--- config.mk ---
export PLATFORM = sky130hd
export DESIGN_NAME = sgni_divider
export DESIGN_NICKNAME = d
export VERILOG_FILES = /design/src/rtl/core/sweep_grid_next_index_top_assert.svh /design/src/rtl/core/sgni_pkg.sv /design/src/rtl/core/sgni_divider.sv
export SDC_FILE = /design/constraint.sdc
export NUM_CORES = 1
export LEC_CHECK = 0
export ABC_AREA = 1
export BUFFER_PORTS_ARGS = -buffer_cell sky130_fd_sc_hd__buf_2
export CORE_MARGIN = 2
export CORE_UTILIZATION = 53
export CTS_CLUSTER_SIZE = 30
export DETAILED_ROUTE_END_ITERATION = 12
export PLACE_DENSITY_LB_ADDON = 0.2
export SLEW_MARGIN = 20
export SYNTH_ARGS = -nofsm -noshare
export SYNTH_HDL_FRONTEND = slang
export SYNTH_SLANG_ARGS = --single-unit
--- constraint.sdc ---
create_clock -name clk -period 3.9 [get_ports clk]
set_input_delay 0.195 -clock clk [delete_from_list [all_inputs] [get_ports clk]]
set_output_delay 0.195 -clock clk [all_outputs]
set_load 0.005 [all_outputs]
--- src/rtl/core/sweep_grid_next_index_top_assert.svh ---
// Assertion macros for the grid walk address generator.
// Expect signals clk and rst in the scope of each use.
`ifndef SWEEP_GRID_NEXT_INDEX_TOP_ASSERT_SVH
`define SWEEP_GRID_NEXT_INDEX_TOP_ASSERT_SVH
`ifndef ASSERT_OFF
`define SGNI_ASSERT(lbl, prop, msg) \
  lbl: assert property (@(posedge clk) disable iff (rst) prop) else $error(msg);
`define SGNI_ASSERT_RST(lbl, prop, msg) \
  lbl: assert property (@(posedge clk) prop) else $error(msg);
`else
`define SGNI_ASSERT(lbl, prop, msg)
`define SGNI_ASSERT_RST(lbl, prop, msg)
`endif
`endif

--- src/rtl/core/sgni_pkg.sv ---
// Shared types and constants for the grid walk address generator.
// No dependencies.
`timescale 1ns / 1ps
package sgni_pkg;
  localparam int NUM_DIMS  = 3;
  localparam int IDX_W     = 25;
  localparam int EXT_W     = 9;
  localparam int CRD_W     = EXT_W + 1;
  localparam int CFG_IDX_W = 2;
  localparam int FACE_W    = 3;
  localparam int EXT_MIN   = 3;
  localparam int EXT_MAX   = 256;

  localparam logic CMD_SWEEP = 1'b0;
  localparam logic CMD_FACE  = 1'b1;

  localparam logic [CFG_IDX_W-1:0] CFG_EXTENT_0 = 2'd0;
  localparam logic [CFG_IDX_W-1:0] CFG_EXTENT_1 = 2'd1;
  localparam logic [CFG_IDX_W-1:0] CFG_EXTENT_2 = 2'd2;

  typedef struct packed {
    logic                 cmd;
    logic [IDX_W-1:0]     current_index;
    logic [NUM_DIMS-1:0]  sweep_dir;
    logic [FACE_W-1:0]    boundary_face;
  } in_item_t;

  typedef struct packed {
    logic [IDX_W-1:0] next_index;
    logic             walk_done;
  } out_item_t;

  // Command fields plus one coordinate carried alongside a divider.
  typedef struct packed {
    logic                cmd;
    logic [NUM_DIMS-1:0] dir;
    logic [FACE_W-1:0]   face;
    logic [EXT_W-1:0]    lo;
  } side_t;
endpackage

--- src/rtl/core/sgni_divider.sv ---
// Pipelined restoring divider, one quotient bit per stage.
// Depends on sgni_pkg; divisor must hold steady while items are in flight.
`timescale 1ns / 1ps
module sgni_divider (
  input  logic                      clk,
  input  logic                      rst,
  input  logic                      adv,
  input  logic                      in_valid,
  input  logic [sgni_pkg::IDX_W-1:0] in_num,
  input  logic [sgni_pkg::EXT_W-1:0] in_den,
  input  sgni_pkg::side_t           in_side,
  output logic                      out_valid,
  output logic [sgni_pkg::IDX_W-1:0] out_quo,
  output logic [sgni_pkg::EXT_W-1:0] out_rem,
  output sgni_pkg::side_t           out_side
);
  import sgni_pkg::*;

  logic             v_q    [IDX_W];
  logic [IDX_W-1:0] quo_q  [IDX_W];
  logic [EXT_W-1:0] rem_q  [IDX_W];
  side_t            side_q [IDX_W];
  logic [IDX_W-1:0] num_q  [IDX_W-1];

  for (genvar k = 0; k < IDX_W; k++) begin : g_step
    logic             v_in;
    logic [IDX_W-1:0] n_in;
    logic [IDX_W-1:0] q_in;
    logic [EXT_W-1:0] r_in;
    side_t            s_in;
    logic [EXT_W:0]   pr;
    logic             ge;

    if (k == 0) begin : g_first
      assign v_in = in_valid;
      assign n_in = in_num;
      assign q_in = '0;
      assign r_in = '0;
      assign s_in = in_side;
    end else begin : g_rest
      assign v_in = v_q[k-1];
      assign n_in = num_q[k-1];
      assign q_in = quo_q[k-1];
      assign r_in = rem_q[k-1];
      assign s_in = side_q[k-1];
    end

    // Shift in the next dividend bit, subtract when the divisor fits.
    assign pr = {r_in, n_in[IDX_W-1-k]};
    assign ge = (pr >= {1'b0, in_den});

    always_ff @(posedge clk) begin
      if (rst) begin
        v_q[k] <= 1'b0;
      end else if (adv) begin
        v_q[k] <= v_in;
      end
    end

    always_ff @(posedge clk) begin
      if (adv) begin
        quo_q[k]  <= {q_in[IDX_W-2:0], ge};
        rem_q[k]  <= ge ? EXT_W'(pr - {1'b0, in_den}) : pr[EXT_W-1:0];
        side_q[k] <= s_in;
      end
    end

    if (k < IDX_W - 1) begin : g_num
      always_ff @(posedge clk) begin
        if (adv) begin
          num_q[k] <= n_in;
        end
      end
    end
  end

  assign out_valid = v_q[IDX_W-1];
  assign out_quo   = quo_q[IDX_W-1];
  assign out_rem   = rem_q[IDX_W-1];
  assign out_side  = side_q[IDX_W-1];
endmodule

==> impl_metrics.sql, run 1 <==
INSERT INTO impl_metrics (metric_group, metric, value, unit) VALUES
('run_status', 'outcome', 'finished clean', ''),
('sta', 'finalHoldViolCount', '0', ''),
('clock_network', 'number_of_gates_given_a_new_drive_strength_after_cts', '0', ''),
('global_route', 'grt_start_max_net_pins', '133', ''),
('clock_network', 'cts-buffers-inserted', '132', ''),
('sta', 'final.setup.tns', '0', 'ns'),
('setup_path', 'cp.required', '4.38', 'ns'),
('floorplan', 'die_height', '323', 'um'),
('global_route', 'global_route.usage.met2', '27.6', '%'),
('clock_network', 'htree_levels', '4', ''),
('clock_network', 'cell_at_the_root_of_the_clock_tree', 'sky130_fd_sc_hd__clkbuf_16', ''),
('clock_network', 'clock_tree_from_tritoncts', 'done', ''),
('logic_synthesis', 'synth.most_common_cell', 'sky130_fd_sc_hd__edfxtp_1', ''),
('sta', 'slew-limit-headroom', '26.2', '%'),
('placed_design', 'place.port_buffers', '104', ''),
('detailed_routing', 'drtIter0Drc', '2060', ''),
('global_route', 'globalRouteTotalUtil', '17.5', '%'),
('floorplan', 'top_level_ports', '105', ''),
('detailed_routing', 'antenna_left', '0', ''),
('logic_synthesis', 'synthDominantCellAreaShare', '71.1', '%'),
('setup_path', 'endpoint', 'rem_q[0][0]', ''),
('power_and_ir_drop', 'power-per-cell-area', '698', 'mW/mm^2'),
('global_route', 'first_global_vias', '28300', ''),
('sta', 'timing_worst_slew_pin_value', '1.11', 'ns'),
('logic_synthesis', 'synth_xor_xnor_area_share', '1.17', '%'),
('final_layout', 'num-nets-final', '4809', ''),
('logic_synthesis', 'synth_ff_type', 'sky130_fd_sc_hd__edfxtp_1', ''),
('global_route', 'antenna_found_initial', '0', ''),
('setup_path', 'timing.rr.end', 'rem_q[0][33]', ''),
('logic_synthesis', 'largest_family_of_logic_cells_by_synthesized_area', 'simple AND/OR/NAND/NOR gates', ''),
('setup_path', 'regToRegStartpoint', 'num_q[0][71]', ''),
('logic_synthesis', 'avgSynthCellArea', '12.8', 'sq um'),
('final_layout', 'design_area', '0.0612', 'sq mm'),
('detailed_routing', 'route.final.wire_length', '88.8', 'mm'),
('sta', 'timing.final.crit_period', '2.61', 'ns'),
('setup_path', 'crit_fanout', '11', ''),
('detailed_routing', 'detailroute.via_count', '29600', ''),
('detailed_routing', 'post-route-drc-count', '0', ''),
('logic_synthesis', 'synthesis.area', '0.0539', 'sq mm'),
('setup_path', 'worstSetupEndpointType', 'flip-flop', ''),
('final_layout', 'final_layout_size_suffix_gt1_share', '12.0', '%'),
('setup_path', 'r2r_setup_slack', '1.76', 'ns'),
('sta', 'report.final.setup_viol', '0', ''),
('clock_network', 'sinks_on_the_clock_net', '1275', ''),
('global_route', 'grt_pass1_wl', '144', 'mm'),
('detailed_routing', 'route.detailed.wl_per_inst', '14.9', 'um'),
('setup_path', 'data_arrival_critical_path', '3.10', 'ns'),
('setup_path', 'ff2ff_path_depth', '10', ''),
('floorplan', 'chipWidth', '323', 'um'),
('floorplan', 'core-area', '0.100', 'sq mm'),
('logic_synthesis', 'synth.cells.most_frequent', '1,275 x sky130_fd_sc_hd__edfxtp_1, 1,144 x sky130_fd_sc_hd__nand2_1, 500 x sky130_fd_sc_hd__inv_1', ''),
('logic_synthesis', 'synth-edff-count', '1275', ''),
('final_layout', 'post-route-util', '61.0', '%'),
('sta', 'timing.clock.skew', '0.0217', 'ns'),
('global_route', 'gr-max-usage-layer', 'met2', ''),
('clock_network', 'worst_setup_hold_path_clk_slew', '0.06', 'ns'),
('logic_synthesis', 'yosysTopAreaCell', 'sky130_fd_sc_hd__edfxtp_1', ''),
('power_and_ir_drop', 'max-vdd-ir-drop', '0.437', 'mV'),
('detailed_routing', 'first_pass_iters', '6', ''),
('logic_synthesis', 'synth-seq-cells', '1275', ''),
('logic_synthesis', 'synthCells', '4213', ''),
('clock_network', 'clockBufferDepth', '3', ''),
('clock_network', 'worstSkewPairLatency', '0.73', 'ns'),
('power_and_ir_drop', 'power.static_leakage', '25.6', 'nW'),
('final_layout', 'layoutNonFillerInstCount', '5966', ''),
('global_route', 'grt_remaining_overflow', '0', ''),
('placed_design', 'gp_congestion', '0.886', ''),
('setup_path', 'setup.worst_path.start_class', 'primary input', ''),
('logic_synthesis', 'syn_nets', '4509', ''),
('clock_network', 'post_cts.repair.setup_buffers', '0', ''),
('global_route', 'groute.layer.met3.usage', '3.11', '%');
power by group:
group	switching (mW)	internal, mW
Clock	5.05	7.22
Sequential	0.989	17.7
Combinational	7.46	4.28
flip-flops by register name (all words and copies together) (netlist names):
name    flops
side_q    400
quo_q     325
num_q     300
rem_q     225
v_q        25
stage by stage:
step | setup WS [ns] | hold slack, ns
after global routing | 1.18 | 0.127
after CTS | 1.36 | 0.104
after global placement | 1.10 | 0.371
after detailed placement | 1.12 | 0.373
final | 1.29 | 0.165
after floorplan | 0.949 | 0.294
cell usage in the layout, fill, tap and decap left out, types with 4 or more instances in the layout:
cell and instances:
sky130_fd_sc_hd__a21oi_1 98, sky130_fd_sc_hd__nor3_1 26, sky130_fd_sc_hd__clkinv_8 4, sky130_fd_sc_hd__fa_1 24
sky130_fd_sc_hd__inv_1 497, sky130_fd_sc_hd__xor2_1 72, sky130_fd_sc_hd__buf_4 28, sky130_fd_sc_hd__nand4_1 49
sky130_fd_sc_hd__or2_0 9, sky130_fd_sc_hd__nand3b_1 15, sky130_fd_sc_hd__nand2_8 9, sky130_fd_sc_hd__clkinv_2 19
sky130_fd_sc_hd__edfxtp_1 1275, sky130_fd_sc_hd__nand3_1 418, sky130_fd_sc_hd__inv_16 4, sky130_fd_sc_hd__and2_4 9
sky130_fd_sc_hd__nor2_4 14, sky130_fd_sc_hd__nand2_4 24, sky130_fd_sc_hd__buf_12 16, sky130_fd_sc_hd__nor2_1 97
sky130_fd_sc_hd__buf_2 103, sky130_fd_sc_hd__nand2_2 131, sky130_fd_sc_hd__clkbuf_16 134, sky130_fd_sc_hd__a21oi_2 10
sky130_fd_sc_hd__nor2_2 22, sky130_fd_sc_hd__clkbuf_1 22, sky130_fd_sc_hd__dlygate4sd3_1 54, sky130_fd_sc_hd__nand2_1 1144
sky130_fd_sc_hd__clkinv_1 35, sky130_fd_sc_hd__bufinv_16 13, sky130_fd_sc_hd__ha_1 218
routing by layer:
metal,wire length [um],vias up
li1,-,15100
met1,41400,13800
met2,41200,522
met3,3640,182
met4,2610,0
met5,0,-
worst min-delay path by stage:
stage	end	depth (start not counted)	slack [ns]	startpoint
final	num_q[0][2]	2	0.17	in_num[2]
after global routing	num_q[0][18]	2	0.13	in_num[18]
after CTS	num_q[0][2]	2	0.10	in_num[2]
after detailed placement	num_q[0][8]	1	0.37	in_num[8]
after global placement	side_q[0][5]	1	0.37	in_side[5]
after floorplan	num_q[0][0]	0	0.29	in_num[0]
kinds of logic after synthesis:
kind of cell | count (synthesis)
and+or+nand+nor | 1969
xor gates and xnor gates | 72
AOI/OAI and AO/OA | 110
buffers and inverters | 545
adders and majority gates | 242
DFF | 1275
worst max-delay path, cell delays in order:
cell and delay, ns:
sky130_fd_sc_hd__buf_2 0.12, sky130_fd_sc_hd__inv_1 0.70, sky130_fd_sc_hd__buf_4 0.33, sky130_fd_sc_hd__nand4_1 0.22
sky130_fd_sc_hd__nand2_1 0.16, sky130_fd_sc_hd__nand3_2 0.13, sky130_fd_sc_hd__nand2_1 0.08, sky130_fd_sc_hd__dlygate4sd3_1 0.53
sky130_fd_sc_hd__o21ai_0 0.07, sky130_fd_sc_hd__dlygate4sd3_1 0.55
area by class of cell:
cell class                      count  area (sq um)
Tap cell                         1357          1700
Antenna cell                        1          2.50
Clock inverter                     73           855
Timing Repair Buffer              201          1590
Fill cell                        7833         39200
Multi-Input combinational cell   2393         13500
Sequential cell                  1275         38300
Inverter                          510          1910
Clock buffer                      156          3440
what timing repair did:
| action | CTS | global route |
|---|---|---|
| setup endpoints to repair | 0 | 0 |
| hold buffers | 54 | 0 |
| endpoints found under the hold margin | 66 | 0 |
(Power assumes the default switching activity.)
==> run 2, diff against run 1 <==
==> constraint.sdc (replaced) <==
create_clock -name clk -period 2.3 [get_ports clk]
set_input_delay 0.115 -clock clk [delete_from_list [all_inputs] [get_ports clk]]
set_output_delay 0.115 -clock clk [all_outputs]
set_load 0.005 [all_outputs]
==> run 2 against run 1 <==
Effect of this change:
- flip-flop and latch count unchanged
- clock skew down 0.0035 ns
- count of clock-buffer cells in the layout is 5 higher
- worst hold slack got worse by 0.10 ns
- via count is 1.7% higher
- combinational power increased by 79%
- wire length grew 1.6%
- sequential share of layout area decreased by 1.4 points
- largest power group unchanged
- critical path depth increased by 2
- core utilization grew 1.4 points
- sequential power grew 71%
==> impl_metrics.sql, run 2 (synthesis results as in run 1) <==
INSERT INTO impl_metrics (metric_group, metric, value, unit) VALUES
('final_layout', 'layout.filler_cells', '7807', ''),
('sta', 'final.setup.worst_slack', '0.0706', 'ns'),
('floorplan', 'initial_utilization', '53.7', '%'),
('flow_run', 'drv.max_cap_violation_count', '0', ''),
('detailed_routing', 'route.final.wire_length', '90.2', 'mm'),
('floorplan', 'top_level_ports', '105', ''),
('power_and_ir_drop', 'clock_power_share', '28.2', '%'),
('global_route', 'grt_remaining_overflow', '0', ''),
('run_status', 'outcome', 'finished clean', ''),
('final_layout', 'synthToLayoutAreaGrowth', '16.2', '%'),
('sta', 'report.final.setup_viol', '0', ''),
('setup_path', 'setup.worst_path.start_class', 'primary input', ''),
('floorplan', 'chipWidth', '323', 'um'),
('clock_network', 'worst_setup_hold_path_clk_slew', '0.05', 'ns'),
('sta', 'slew-limit-headroom', '47.8', '%'),
('detailed_routing', 'drtIter0Drc', '2082', ''),
('detailed_routing', 'antenna_left', '0', ''),
('clock_network', 'cts-buffers-inserted', '131', ''),
('clock_network', 'sinks_on_the_clock_net', '1275', ''),
('placed_design', 'dpl.hpwl', '57.8', 'mm'),
('power_and_ir_drop', 'post-layout-total-power', '73.5', 'mW'),
('sta', 'achievable-frequency', '0.449', 'GHz'),
('placed_design', 'place.port_buffers', '104', ''),
('final_layout', 'reg.largest.list', 'side_q (400), quo_q (325), num_q (300)', ''),
('power_and_ir_drop', 'cellInternalPower', '50.3', 'mW'),
('power_and_ir_drop', 'power-per-cell-area', '1170', 'mW/mm^2'),
('final_layout', 'num-nets-final', '4947', ''),
('setup_path', 'worstSetupEndpointType', 'flip-flop', ''),
('sta', 'slew_viol_final', '0', ''),
('detailed_routing', 'first_pass_iters', '6', ''),
('final_layout', 'most_common_cell_after_layout_fill_and_taps_aside', 'sky130_fd_sc_hd__edfxtp_1', ''),
('global_route', 'grt_pass1_wl', '147', 'mm'),
('setup_path', 'cp.required', '2.76', 'ns'),
('placed_design', 'area_post_placement', '0.0578', 'sq mm'),
('clock_network', 'clock_tree_from_tritoncts', 'done', ''),
('power_and_ir_drop', 'power.static_leakage', '26.4', 'nW'),
('clock_network', 'cell_at_the_root_of_the_clock_tree', 'sky130_fd_sc_hd__clkbuf_16', ''),
('sta', 'timing.hold.ws', '0.0651', 'ns'),
('final_layout', 'design_area', '0.0626', 'sq mm'),
('sta', 'period_share', '96.9', '%'),
('final_layout', 'top_register', 'side_q', ''),
('setup_path', 'regToRegStartpoint', 'rem_q[1][23]', ''),
('global_route', 'first_global_vias', '29100', ''),
('global_route', 'antenna_found_initial', '0', ''),
('detailed_routing', 'drt-vias-per-instance', '4.92', ''),
('clock_network', 'worstSkewPairLatency', '0.72', 'ns'),
('worst_hold_path', 'hold_path_startpoint', 'in_den[0]', ''),
('final_layout', 'final_layout_size_suffix_gt1_share', '15.3', '%'),
('sta', 'timing.clock.skew', '0.0182', 'ns'),
('clock_network', 'htree_levels', '4', ''),
('detailed_routing', 'detailroute.via_count', '30100', ''),
('floorplan', 'die_height', '323', 'um'),
('worst_hold_path', 'timing.hold.worst.class', 'primary input to flip-flop', ''),
('sta', 'final.setup.tns', '0', 'ns'),
('global_route', 'globalRouteTotalUtil', '17.8', '%'),
('placed_design', 'pre_cts_slack', '0.241', 'ns'),
('power_and_ir_drop', 'power.share.sequential', '43.3', '%'),
('floorplan', 'die_area', '0.104', 'sq mm'),
('clock_network', 'clockBufferDepth', '3', ''),
('power_and_ir_drop', 'combPwrFrac', '28.5', '%'),
('floorplan', 'core-area', '0.100', 'sq mm'),
('power_and_ir_drop', 'max-vdd-ir-drop', '0.719', 'mV'),
('setup_path', 'timing.critical_path.from', 'in_num[24]', ''),
('sta', 'grt_setup_unrepaired', 'no', ''),
('clock_network', 'number_of_gates_given_a_new_drive_strength_after_cts', '0', ''),
('power_and_ir_drop', 'fraction_of_power_spent_switching_nets', '31.6', '%'),
('sta', 'finalHoldViolCount', '0', ''),
('detailed_routing', 'route.detailed.wl_per_inst', '14.8', 'um'),
('sta', 'timing.final.crit_period', '2.23', 'ns'),
('final_layout', 'layout.cells.most_common_list', '1,275 x sky130_fd_sc_hd__edfxtp_1, 1,135 x sky130_fd_sc_hd__nand2_1, 499 x sky130_fd_sc_hd__inv_1', ''),
('floorplan', 'placementRows', '116', ''),
('detailed_routing', 'post-route-drc-count', '0', ''),
('setup_path', 'crit_path_class', 'primary input to flip-flop', ''),
('sta', 'timing_worst_slew_pin_value', '0.781', 'ns'),
('final_layout', 'number_of_flip_flops_in_the_largest_register', '400', ''),
('placed_design', 'gp_congestion', '0.890', ''),
('setup_path', 'crit_fanout', '4', ''),
('setup_path', 'data_arrival_critical_path', '2.69', 'ns'),
('global_route', 'grt_start_max_net_pins', '108', ''),
('power_and_ir_drop', 'net-switching-power', '23.2', 'mW');
==> run 2: cell types whose count changed in the layout (fill, tap and decap cells not counted), sizes merged <==
cell and change:
clkinvlp +2, inv -1, clkinv +1, bufinv -2, buf +140, clkbuf +5, dlygate4sd3 -1
==> run 2: cell type report <==
cell class,instances,area (sq um),share of cell area [%]
Sequential cell,1275,38300,61.1
Multi-Input combinational cell,2393,13600,21.7
Clock buffer,161,3480,5.55
Timing Repair Buffer,340,2840,4.53
Inverter,510,1920,3.06
Tap cell,1357,1700,2.71
Clock inverter,73,801,1.28
Antenna cell,1,2.50,0.00399
==> run 2: worst max-delay path, cell delays in order <==
cell and delay (ns):
sky130_fd_sc_hd__dlygate4sd3_1 0.53, sky130_fd_sc_hd__buf_2 0.11, sky130_fd_sc_hd__inv_1 0.04, sky130_fd_sc_hd__ha_1 0.18, sky130_fd_sc_hd__inv_1 0.07, sky130_fd_sc_hd__nand4_1 0.10
sky130_fd_sc_hd__nand2_1 0.13, sky130_fd_sc_hd__nand3_2 0.10, sky130_fd_sc_hd__nand2_1 0.09, sky130_fd_sc_hd__dlygate4sd3_1 0.55, sky130_fd_sc_hd__o21ai_0 0.10, sky130_fd_sc_hd__dlygate4sd3_1 0.57
==> run 2: power by group through the flow <==
stage / registers (mW) / clock network, mW / logic [mW]
after floorplan: 31.4 / 0 / 16.0
after global placement: 32.3 / 0 / 20.5
after detailed placement: 32.3 / 0 / 20.9
after CTS: 31.9 / 21.4 / 21.0
after global routing: 32.2 / 22.3 / 24.2
final: 31.9 / 20.7 / 20.9
==> run 2: path summary, 6_finish.rpt <==
kind	end	slack, ns	cells after the start
setup / recovery	rem_q[0][0]	0.07	12
hold / removal	rem_q[0][54]	0.07	5
setup reg to reg	rem_q[1][34]	0.32	7
hold reg to reg	side_q[0][115]	0.40	0
==> run 2: per-stage QoR <==
step / utilization [%] / std cells
6_report: 62.4 / 6110
5_1_grt: 62.4 / 6109
4_1_cts: 62.3 / 6106
3_5_place_dp: 57.6 / 5819
3_3_place_gp: 57.6 / 5819
2_1_floorplan: - / 4213
==> run 2: repair_timing <==
action	CTS	global route
setup buffers	0	3
endpoints found under the hold margin	101	0
hold buffers	53	0
setup endpoints to repair	0	1
==> run 2: layer usage <==
metal,up-vias,track usage (%),wire (um)
met5,-,0,0
met4,0,6.36,2410
met3,167,3.12,3940
met2,552,28.3,41700
met1,14000,24.9,42100
li1,15400,-,-
